### src/rtl/swr_pkg.sv
package swr_pkg;

   // Default sizes of the slot store.
   localparam int MAX_WINDOW_DEF = 32;
   localparam int TAG_WIDTH_DEF  = 16;

   // Fixed field widths of the channels.
   localparam int SEQ_W      = 32;
   localparam int TAG_PORT_W = 16;
   localparam int CONN_W     = 16;
   localparam int WIN_W      = 6;
   localparam int TYPE_W     = 3;

   localparam logic [WIN_W-1:0] WIN_RESET = 6'd8;

   // Packet type codes.
   localparam logic [TYPE_W-1:0] PKT_START = 3'd0;
   localparam logic [TYPE_W-1:0] PKT_END   = 3'd1;
   localparam logic [TYPE_W-1:0] PKT_DATA  = 3'd2;

   // Result kinds.
   localparam logic KIND_ACK     = 1'b0;
   localparam logic KIND_DELIVER = 1'b1;

   typedef enum logic [1:0] {
      PH_WAIT_START,
      PH_WAIT_DATA,
      PH_RECEIVE
   } phase_type;

   typedef enum logic [2:0] {
      ST_IDLE,
      ST_DECODE,
      ST_CHECK,
      ST_READ,
      ST_ACK
   } ctl_state_type;

endpackage

### src/rtl/swr_if.sv
interface swr_req_if;
   import swr_pkg::*;
   logic                    valid;
   logic                    ready;
   logic                    checksum_ok;
   logic [TYPE_W-1:0]       pkt_type;
   logic [SEQ_W-1:0]        seq_num;
   logic [TAG_PORT_W-1:0]   payload_tag;

   modport source (output valid, checksum_ok, pkt_type, seq_num, payload_tag, input ready);
   modport sink   (input valid, checksum_ok, pkt_type, seq_num, payload_tag, output ready);
endinterface

interface swr_rsp_if;
   import swr_pkg::*;
   logic                    valid;
   logic                    ready;
   logic                    kind;
   logic [SEQ_W-1:0]        seq_value;
   logic [TAG_PORT_W-1:0]   deliver_tag;
   logic [CONN_W-1:0]       connection;
   logic                    last;

   modport source (output valid, kind, seq_value, deliver_tag, connection, last, input ready);
   modport sink   (input valid, kind, seq_value, deliver_tag, connection, last, output ready);
endinterface

interface swr_csr_if;
   import swr_pkg::*;
   logic                    valid;
   logic                    ready;
   logic [WIN_W-1:0]        win_wdata;

   modport source (output valid, win_wdata, input ready);
   modport sink   (input valid, win_wdata, output ready);
endinterface

### src/rtl/swr_ram.sv
module swr_ram #(
   parameter int WIDTH = 16,
   parameter int DEPTH = 32
) (
   input  logic                                        clock,
   input  logic                                        wr_en,
   input  logic [((DEPTH > 1) ? $clog2(DEPTH) : 1)-1:0] wr_addr,
   input  logic [WIDTH-1:0]                            wr_data,
   input  logic                                        rd_en,
   input  logic [((DEPTH > 1) ? $clog2(DEPTH) : 1)-1:0] rd_addr,
   output logic [WIDTH-1:0]                            rd_data
);
   logic [WIDTH-1:0] mem [DEPTH];
   logic [WIDTH-1:0] rd_data_ff;

   always_ff @(posedge clock) begin
      if (wr_en) begin
         mem[wr_addr] <= wr_data;
      end
      if (rd_en) begin
         rd_data_ff <= mem[rd_addr];
      end
   end

   assign rd_data = rd_data_ff;
endmodule

### src/rtl/sliding_window_receiver.sv
// Sequencing: each item is taken in ST_IDLE and classified in ST_DECODE, which writes a
// start or end ack to the output register; data inside the window then passes ST_CHECK,
// and ST_READ once for each parked chunk released, before ST_ACK gives its ack, and data
// outside the window goes straight to ST_ACK. A new item is taken only back in ST_IDLE,
// and any state that emits waits until the output register is free. The release loop
// reads each chunk's tag through the tag RAM's registered read.
// Reset is synchronous: phase, counters and slot-full bits clear, the window goes to 8,
// and the tag RAM keeps its contents, since no tag is read before its full bit is set.
module sliding_window_receiver #(
   parameter int MAX_WINDOW = swr_pkg::MAX_WINDOW_DEF,
   parameter int TAG_WIDTH  = swr_pkg::TAG_WIDTH_DEF
) (
   input logic       clock,
   input logic       reset,
   swr_req_if.sink   req_chan,
   swr_rsp_if.source rsp_chan,
   swr_csr_if.sink   csr_chan
);
   import swr_pkg::*;

   // Width of a slot index and of the release counter, which must hold MAX_WINDOW itself.
   localparam int HW = (MAX_WINDOW > 1) ? $clog2(MAX_WINDOW) : 1;
   localparam int CW = $clog2(MAX_WINDOW + 1);
   // Head plus offset stays below twice the largest window, so seven bits suffice.
   localparam int SUM_W = WIN_W + 1;

   // Sequencer and protocol state.
   ctl_state_type          state_ff, state_in;
   phase_type              phase_ff, phase_in;
   logic [SEQ_W-1:0]       expected_ff, expected_in;
   logic [SEQ_W-1:0]       start_seq_ff, start_seq_in;
   logic [CONN_W-1:0]      conn_ff, conn_in;
   logic [HW-1:0]          head_ff, head_in;
   logic [MAX_WINDOW-1:0]  full_ff, full_in;
   logic [CW-1:0]          cnt_ff, cnt_in;
   logic [WIN_W-1:0]       win_ff;

   // The item under work, captured when it is taken.
   logic                   item_ok_ff;
   logic [TYPE_W-1:0]      item_type_ff;
   logic [SEQ_W-1:0]       item_seq_ff;
   logic [TAG_WIDTH-1:0]   item_tag_ff;

   // Output register; it holds a result while the consumer stalls, and the sequencer waits only when it is full.
   logic                   rsp_valid_ff;
   logic                   rsp_kind_ff;
   logic [SEQ_W-1:0]       rsp_seq_ff;
   logic [TAG_PORT_W-1:0]  rsp_tag_ff;
   logic [CONN_W-1:0]      rsp_conn_ff;
   logic                   rsp_last_ff;

   logic                   emit;
   logic                   emit_kind;
   logic [SEQ_W-1:0]       emit_seq;
   logic [TAG_PORT_W-1:0]  emit_tag;
   logic                   emit_last;
   logic                   out_free;
   logic                   req_fire;

   // Decode of the captured item.
   logic                   ack_item;
   logic [SEQ_W-1:0]       ack_item_seq;
   logic                   data_item;
   logic [WIN_W-1:0]       win_eff;
   logic [SEQ_W-1:0]       offset;
   logic                   in_win;
   logic                   direct;
   logic [SUM_W-1:0]       slot_sum;
   logic [SUM_W-1:0]       slot_wrap;
   logic [HW-1:0]          slot_idx;
   logic [HW-1:0]          head_next;
   logic                   head_full;
   logic                   cnt_room;

   // Tag width conversions between the ports and the store.
   logic [TAG_WIDTH+TAG_PORT_W-1:0] in_tag_wide;
   logic [TAG_PORT_W+TAG_WIDTH-1:0] item_tag_wide;
   logic [TAG_PORT_W+TAG_WIDTH-1:0] ram_tag_wide;

   // Tag RAM signals.
   logic                   ram_wr_en;
   logic                   ram_rd_en;
   logic [TAG_WIDTH-1:0]   ram_rd_data;

   assign req_fire = req_chan.valid && req_chan.ready;
   assign out_free = !rsp_valid_ff || rsp_chan.ready;

   assign in_tag_wide   = {{TAG_WIDTH{1'b0}}, req_chan.payload_tag};
   assign item_tag_wide = {{TAG_PORT_W{1'b0}}, item_tag_ff};
   assign ram_tag_wide  = {{TAG_PORT_W{1'b0}}, ram_rd_data};

   // Classify the captured item against the current phase. Only start, end and data
   // matter; every other code, and any packet that failed its checksum, is dropped.
   always_comb begin
      ack_item = 1'b0;
      unique case (phase_ff)
         PH_WAIT_START: begin
            ack_item = (item_type_ff == PKT_START) || (item_type_ff == PKT_END);
         end
         PH_WAIT_DATA: begin
            ack_item = (item_type_ff == PKT_START);
         end
         PH_RECEIVE: begin
            ack_item = (item_type_ff == PKT_END);
         end
         default: begin
            ack_item = 1'b0;
         end
      endcase
      ack_item  = ack_item && item_ok_ff;
      data_item = item_ok_ff && (item_type_ff == PKT_DATA) && (phase_ff != PH_WAIT_START);
      // A repeated start while waiting for data is answered with the stored start number.
      ack_item_seq = (phase_ff == PH_WAIT_DATA) ? start_seq_ff : item_seq_ff;
   end

   // Window test. The offset wraps, so numbers behind the expected one look far ahead
   // and fall outside the window as duplicates.
   always_comb begin
      win_eff   = (win_ff > WIN_W'(MAX_WINDOW)) ? WIN_W'(MAX_WINDOW) : win_ff;
      offset    = item_seq_ff - expected_ff;
      in_win    = offset < {{(SEQ_W-WIN_W){1'b0}}, win_eff};
      direct    = in_win && (offset == '0);
      slot_sum  = SUM_W'(head_ff) + SUM_W'(offset[WIN_W-1:0]);
      slot_wrap = (slot_sum >= SUM_W'(MAX_WINDOW)) ? (slot_sum - SUM_W'(MAX_WINDOW))
                                                   : slot_sum;
      slot_idx  = slot_wrap[HW-1:0];
      head_next = (head_ff == HW'(MAX_WINDOW - 1)) ? '0 : (head_ff + 1'b1);
      head_full = full_ff[head_ff];
      cnt_room  = cnt_ff < CW'(MAX_WINDOW);
   end

   // Next state of the sequencer.
   always_comb begin
      state_in = state_ff;
      unique case (state_ff)
         ST_IDLE: begin
            if (req_fire) begin
               state_in = ST_DECODE;
            end
         end
         ST_DECODE: begin
            if (ack_item) begin
               if (out_free) begin
                  state_in = ST_IDLE;
               end
            end else if (data_item) begin
               if (direct) begin
                  if (out_free) begin
                     state_in = ST_CHECK;
                  end
               end else if (in_win) begin
                  state_in = ST_CHECK;
               end else begin
                  state_in = ST_ACK;
               end
            end else begin
               state_in = ST_IDLE;
            end
         end
         ST_CHECK: begin
            // Release continues while the head slot holds a parked chunk and the count is below MAX_WINDOW.
            if (head_full && cnt_room) begin
               state_in = ST_READ;
            end else begin
               state_in = ST_ACK;
            end
         end
         ST_READ: begin
            if (out_free) begin
               state_in = ST_CHECK;
            end
         end
         ST_ACK: begin
            if (out_free) begin
               state_in = ST_IDLE;
            end
         end
         default: begin
            state_in = ST_IDLE;
         end
      endcase
   end

   // Results, state updates and RAM accesses for each sequencer state.
   always_comb begin
      phase_in     = phase_ff;
      expected_in  = expected_ff;
      start_seq_in = start_seq_ff;
      conn_in      = conn_ff;
      head_in      = head_ff;
      full_in      = full_ff;
      cnt_in       = cnt_ff;
      emit         = 1'b0;
      emit_kind    = KIND_ACK;
      emit_seq     = expected_ff;
      emit_tag     = '0;
      emit_last    = 1'b0;
      ram_wr_en    = 1'b0;
      ram_rd_en    = 1'b0;
      unique case (state_ff)
         ST_DECODE: begin
            if (ack_item) begin
               if (out_free) begin
                  emit      = 1'b1;
                  emit_kind = KIND_ACK;
                  emit_seq  = ack_item_seq;
                  emit_last = 1'b1;
                  if ((phase_ff == PH_WAIT_START) && (item_type_ff == PKT_START)) begin
                     // A new connection starts with an empty window.
                     start_seq_in = item_seq_ff;
                     expected_in  = '0;
                     head_in      = '0;
                     full_in      = '0;
                     phase_in     = PH_WAIT_DATA;
                  end else if (phase_ff == PH_RECEIVE) begin
                     // End of a connection: the ack carries the old index.
                     conn_in  = conn_ff + 1'b1;
                     phase_in = PH_WAIT_START;
                  end
               end
            end else if (data_item) begin
               phase_in = PH_RECEIVE;
               cnt_in   = '0;
               if (direct) begin
                  if (out_free) begin
                     emit              = 1'b1;
                     emit_kind         = KIND_DELIVER;
                     emit_seq          = item_seq_ff;
                     emit_tag          = item_tag_wide[TAG_PORT_W-1:0];
                     full_in[head_ff]  = 1'b0;
                     expected_in       = expected_ff + 1'b1;
                     head_in           = head_next;
                     cnt_in            = CW'(1);
                  end
               end else if (in_win) begin
                  // Park the chunk; a slot already full is simply overwritten.
                  ram_wr_en         = 1'b1;
                  full_in[slot_idx] = 1'b1;
               end
            end
         end
         ST_CHECK: begin
            ram_rd_en = 1'b1;
         end
         ST_READ: begin
            if (out_free) begin
               emit             = 1'b1;
               emit_kind        = KIND_DELIVER;
               emit_seq         = expected_ff;
               emit_tag         = ram_tag_wide[TAG_PORT_W-1:0];
               full_in[head_ff] = 1'b0;
               expected_in      = expected_ff + 1'b1;
               head_in          = head_next;
               cnt_in           = cnt_ff + 1'b1;
            end
         end
         ST_ACK: begin
            // Cumulative ack of the expected number closes every data item.
            if (out_free) begin
               emit      = 1'b1;
               emit_kind = KIND_ACK;
               emit_seq  = expected_ff;
               emit_last = 1'b1;
            end
         end
         ST_IDLE: begin
            emit = 1'b0;
         end
         default: begin
            emit = 1'b0;
         end
      endcase
   end

   always_ff @(posedge clock) begin
      if (reset) begin
         state_ff     <= ST_IDLE;
         phase_ff     <= PH_WAIT_START;
         expected_ff  <= '0;
         start_seq_ff <= '0;
         conn_ff      <= '0;
         head_ff      <= '0;
         full_ff      <= '0;
         cnt_ff       <= '0;
         win_ff       <= WIN_RESET;
         rsp_valid_ff <= 1'b0;
      end else begin
         state_ff     <= state_in;
         phase_ff     <= phase_in;
         expected_ff  <= expected_in;
         start_seq_ff <= start_seq_in;
         conn_ff      <= conn_in;
         head_ff      <= head_in;
         full_ff      <= full_in;
         cnt_ff       <= cnt_in;
         if (csr_chan.valid) begin
            win_ff <= csr_chan.win_wdata;
         end
         if (emit) begin
            rsp_valid_ff <= 1'b1;
         end else if (rsp_chan.ready) begin
            rsp_valid_ff <= 1'b0;
         end
      end
   end

   // Payload registers carry no reset.
   always_ff @(posedge clock) begin
      if (req_fire) begin
         item_ok_ff   <= req_chan.checksum_ok;
         item_type_ff <= req_chan.pkt_type;
         item_seq_ff  <= req_chan.seq_num;
         item_tag_ff  <= in_tag_wide[TAG_WIDTH-1:0];
      end
      if (emit) begin
         rsp_kind_ff <= emit_kind;
         rsp_seq_ff  <= emit_seq;
         rsp_tag_ff  <= emit_tag;
         rsp_conn_ff <= conn_ff;
         rsp_last_ff <= emit_last;
      end
   end

   // Parked payload handles, one entry per window slot.
   swr_ram #(
      .WIDTH (TAG_WIDTH),
      .DEPTH (MAX_WINDOW)
   ) u_tag_ram (
      .clock   (clock),
      .wr_en   (ram_wr_en),
      .wr_addr (slot_idx),
      .wr_data (item_tag_ff),
      .rd_en   (ram_rd_en),
      .rd_addr (head_ff),
      .rd_data (ram_rd_data)
   );

   assign req_chan.ready       = (state_ff == ST_IDLE);
   assign csr_chan.ready       = 1'b1;
   assign rsp_chan.valid       = rsp_valid_ff;
   assign rsp_chan.kind        = rsp_kind_ff;
   assign rsp_chan.seq_value   = rsp_seq_ff;
   assign rsp_chan.deliver_tag = rsp_tag_ff;
   assign rsp_chan.connection  = rsp_conn_ff;
   assign rsp_chan.last        = rsp_last_ff;
endmodule

### src/flat_wrapper.sv
// flat-port wrapper written by rule: the top's interface ports become plain ports
module sliding_window_receiver_flat import swr_pkg::*;
#(
   parameter int MAX_WINDOW = swr_pkg::MAX_WINDOW_DEF,
   parameter int TAG_WIDTH  = swr_pkg::TAG_WIDTH_DEF
)
  (clock, reset, req_chan_valid, req_chan_checksum_ok, req_chan_pkt_type, req_chan_seq_num, req_chan_payload_tag, req_chan_ready, rsp_chan_valid, rsp_chan_kind, rsp_chan_seq_value, rsp_chan_deliver_tag, rsp_chan_connection, rsp_chan_last, rsp_chan_ready, csr_chan_valid, csr_chan_win_wdata, csr_chan_ready);
  swr_req_if req_chan_i ();
  swr_rsp_if rsp_chan_i ();
  swr_csr_if csr_chan_i ();
  input logic clock;
  input logic reset;
  input wire logic [$bits(req_chan_i.valid)-1:0] req_chan_valid;
  input wire logic [$bits(req_chan_i.checksum_ok)-1:0] req_chan_checksum_ok;
  input wire logic [$bits(req_chan_i.pkt_type)-1:0] req_chan_pkt_type;
  input wire logic [$bits(req_chan_i.seq_num)-1:0] req_chan_seq_num;
  input wire logic [$bits(req_chan_i.payload_tag)-1:0] req_chan_payload_tag;
  output wire logic [$bits(req_chan_i.ready)-1:0] req_chan_ready;
  output wire logic [$bits(rsp_chan_i.valid)-1:0] rsp_chan_valid;
  output wire logic [$bits(rsp_chan_i.kind)-1:0] rsp_chan_kind;
  output wire logic [$bits(rsp_chan_i.seq_value)-1:0] rsp_chan_seq_value;
  output wire logic [$bits(rsp_chan_i.deliver_tag)-1:0] rsp_chan_deliver_tag;
  output wire logic [$bits(rsp_chan_i.connection)-1:0] rsp_chan_connection;
  output wire logic [$bits(rsp_chan_i.last)-1:0] rsp_chan_last;
  input wire logic [$bits(rsp_chan_i.ready)-1:0] rsp_chan_ready;
  input wire logic [$bits(csr_chan_i.valid)-1:0] csr_chan_valid;
  input wire logic [$bits(csr_chan_i.win_wdata)-1:0] csr_chan_win_wdata;
  output wire logic [$bits(csr_chan_i.ready)-1:0] csr_chan_ready;
  assign req_chan_i.valid = req_chan_valid;
  assign req_chan_i.checksum_ok = req_chan_checksum_ok;
  assign req_chan_i.pkt_type = req_chan_pkt_type;
  assign req_chan_i.seq_num = req_chan_seq_num;
  assign req_chan_i.payload_tag = req_chan_payload_tag;
  assign req_chan_ready = req_chan_i.ready;
  assign rsp_chan_valid = rsp_chan_i.valid;
  assign rsp_chan_kind = rsp_chan_i.kind;
  assign rsp_chan_seq_value = rsp_chan_i.seq_value;
  assign rsp_chan_deliver_tag = rsp_chan_i.deliver_tag;
  assign rsp_chan_connection = rsp_chan_i.connection;
  assign rsp_chan_last = rsp_chan_i.last;
  assign rsp_chan_i.ready = rsp_chan_ready;
  assign csr_chan_i.valid = csr_chan_valid;
  assign csr_chan_i.win_wdata = csr_chan_win_wdata;
  assign csr_chan_ready = csr_chan_i.ready;
  sliding_window_receiver #(.MAX_WINDOW(MAX_WINDOW), .TAG_WIDTH(TAG_WIDTH)) u_core (.clock(clock), .reset(reset), .req_chan(req_chan_i), .rsp_chan(rsp_chan_i), .csr_chan(csr_chan_i));
endmodule
### config.mk
export PLATFORM = sky130hd
export DESIGN_NAME = sliding_window_receiver_flat
export DESIGN_NICKNAME = d
export VERILOG_FILES = /design/src/rtl/swr_pkg.sv /design/src/rtl/swr_if.sv /design/src/rtl/swr_ram.sv /design/src/rtl/sliding_window_receiver.sv /design/src/flat_wrapper.sv
export SDC_FILE = /design/constraint.sdc
export NUM_CORES = 1
export LEC_CHECK = 0
export BUFFER_PORTS_ARGS = -buffer_cell sky130_fd_sc_hd__buf_2
export CORE_MARGIN = 10
export CORE_UTILIZATION = 43
export DETAILED_ROUTE_END_ITERATION = 16
export SLEW_MARGIN = 20
export SYNTH_ARGS = -nofsm -noshare
export SYNTH_HDL_FRONTEND = slang
export SYNTH_SLANG_ARGS = --single-unit
export TNS_END_PERCENT = 30
### constraint.sdc
create_clock -name clock -period 21.1 [get_ports clock]
set_input_delay 2.11 -clock clock [delete_from_list [all_inputs] [get_ports clock]]
set_output_delay 2.11 -clock clock [all_outputs]
set_load 0.005 [all_outputs]
==> out/metrics.yaml <==
critical_path:
  critPathArrivalTime_ps: 6520
  cp_max_fo: 9
  end_kind: "register"
  rrSetupSlack_ps: 14920
  cp_data_required_time_ps: 21430
  startpoint_type: "register"
  critical_path_class: "reg2reg"
logic_synthesis:
  syn_nets: 2427
  synthCells: 2314
  yosys-mux-area-fraction_pct: 11.3
  ys_ff_latch: 781
  synth-adder-area-share_pct: 1.91
  synth_area_um2: 33500
  synth-main-ff-cell: "edfxtp_1"
  yosysSeqAreaShare_pct: 65.9
  synth_top_family_by_area: "multiplexers"
  synthSimpleGateAreaFrac_pct: 8.45
  synthArstFlopShare_pct: 0
  ys_types: 81
  synth_xor_area_share_pct: 1.10
  synth_area_per_cell_um2: 14.5
  synth_edf_count: 646
  ys_warn_count: 0
  synth-compound-area-share_pct: 8.84
routing:
  wl_per_cell_um: 24.3
  ant_nets: 0
  vias: 20800
  dr.pass1.iters: 6
  detail_route.vias_per_cell: 5.82
  wirelength_mm: 87.0
  drtIter0Drc: 2079
  drc: 0
status:
  status: "finished clean"
final_layout:
  drive_above_1_share_pct: 20.1
  nets: 2587
  syn_to_final_growth_pct: 14.1
  utilization_pct: 49.5
  final_common_cell: "edfxtp_1"
  multiInputGateArea_um2: 10600
  n_antenna_cell: 0
  most-common-layout-cells: "edfxtp_1, nand2_1, a21oi_1"
  n_fill_cell: 6648
  seqCellArea_um2: 22100
timing:
  setup_viol: 0
  worst_pin_slew_ps: 1150
  slew_headroom_pct: 23.3
  finalHoldViolCount: 0
  fin_skew_ps: 26.0
  finalSetupTns_ps: 0
  fmax_mhz: 162
  rsz0062_at_grt: "no"
  finalCriticalPeriod_ps: 6180
  slew_violations: 0
  period_share_pct: 29.3
cts:
  postCtsSetupBuffers: 0
  cts-root-buf: "clkbuf_16"
  cts_hold_buf: 0
  tritoncts: "yes"
  cts.sinks: 781
  path_clk_slew_ps: 60
  htree_levels: 3
  post_cts_resize_count: 0
  cts_buffer_depth: 3
  numCtsBuffers: 83
  clk_latency_ps: 640
floorplanning:
  initial_core_util_pct: 43.3
  fp.dieW_um: 299
  fp.dieH_um: 299
  ioPinCount: 132
  rows: 102
  dieArea_um2: 89500
  core_um2: 77300
place:
  gp_congestion: 0.931
  io_buffers: 130
  dp_hpwl_mm: 56.3
grt:
  gr-total-overflow: 0
  grtUsageTotal_pct: 19.2
  antenna_found_initial: 1
  grt_pass1_vias: 21000
  grt_pass1_wl_mm: 132
  grt_max_degree: 72
power_and_ir_drop:
  power_density_nw_per_um2: 85.8
  pwr-share-comb_pct: 4.0
  leakagePower_uw: 0.0124
  ir_drop_mv: 0.0672
  p_sw_uw: 701
  clock_power_share_pct: 44.6
  p_int_uw: 2580
  seq_power_share_pct: 51.4
  sw_frac_of_total_pct: 21.4
job:
  drv_cap: 0
hold_path:
  hold_path_class: "reg2reg"
[sequential cells by signal (all words and copies together) (netlist names), 32 cells and up]
register                   cells
u_core.u_tag_ram.mem         512
u_core.expected_ff            32
u_core.full_ff                32
u_core.item_seq_ff            32
u_core.rsp_chan.seq_value     32
u_core.start_seq_ff           32
[final cells by class]
class                      count  area share, %
clock buffer                 109           5.87
clock inverter                38           1.32
inverter                      80          0.785
multi-input combinational   1329           27.8
sequential                   781           57.8
tap                         1040           3.40
timing repair buffer         199           3.06
[metrics by stage]
stage                     instances  area, um^2  setup slack [ps]  hold slack, ps  total power [uW]
after global routing           3576       38300             14380             466              3390
after detailed placement       3429       35500             15030             442              1850
after global placement         3429       35500             15070             434              1850
after floorplan                2314       33500             13910             426              1800
final                          3576       38300             14920             449              3280
after CTS                      3576       38300             15000             451              3310
[cells by family (layout without fill, tap and decap cells)]
kind of cell	count (synthesis)	in the layout
compound gates	454	454
other cells	1	1
buf+inv	204	426
flops	781	781
simple gates	586	586
xor+xnor	42	42
fa+ha+maj	50	50
mux	196	196
[power groups by stage]
stage,logic (uW),clock network (uW),registers [uW]
finish,131,1470,1690
global route,143,1560,1690
CTS,131,1490,1690
detailed placement,130,0,1720
global placement,128,0,1720
floorplan,72.1,0,1720
[cells in the mapped netlist (all sizes together), types with 40 or more instances]
| cell type | number | area (um^2) |
|---|---|---|
| edfxtp | 646 | 19400 |
| nand2 | 190 | 713 |
| a21oi | 152 | 772 |
| mux4 | 143 | 3220 |
| nor2 | 143 | 539 |
| dfxtp | 135 | 2700 |
| o21ai | 96 | 492 |
| inv | 80 | 300 |
| clkbuf | 74 | 278 |
| buf | 50 | 255 |
| ha | 48 | 601 |
| nand3 | 43 | 220 |
| and2 | 40 | 250 |
[critical path, cell delays in order (launching register included)]
cell      delay, ps
edfxtp_1        420
inv_1            80
ha_1            170
inv_1            80
fa_1            480
a21o_1          210
a21oi_2         150
xnor2_1         170
ha_1            250
a21oi_1         120
o21ai_0         110
nand2b_1        160
nor4_1          180
nand4_1         110
nor4_1          410
nand4_1         170
or2_1           290
nor3_1          640
nand3_1         650
nor2_1          710
buf_4           300
[path summary, 6_finish.rpt]
| check | cells after the start | end | from |
|---|---|---|---|
| worst min register to register | 2 | u_core.start_seq_ff[8]$_SDFFE_PP0P_ | u_core.start_seq_ff[8]$_SDFFE_PP0P_ |
| worst max register to register | 20 | u_core.u_tag_ram.mem[17][10]$_DFFE_PP_ | u_core.item_seq_ff[0]$_DFFE_PP_ |
| worst max-delay path | 20 | u_core.u_tag_ram.mem[17][10]$_DFFE_PP_ | u_core.item_seq_ff[0]$_DFFE_PP_ |
| worst min-delay path | 2 | u_core.start_seq_ff[8]$_SDFFE_PP0P_ | u_core.start_seq_ff[8]$_SDFFE_PP0P_ |
[layer usage]
| layer | share of wire (%) | wire, um | GRT usage, % |
|---|---|---|---|
| met4 | 3.5 | 3080 | 7.25 |
| met2 | 50 | 43300 | 32.6 |
| met3 | 6.2 | 5390 | 3.00 |
| met1 | 41 | 35200 | 24.5 |
| met5 | 0 | 0 | 0 |
Note: power is estimated with default switching activity, not from simulation.
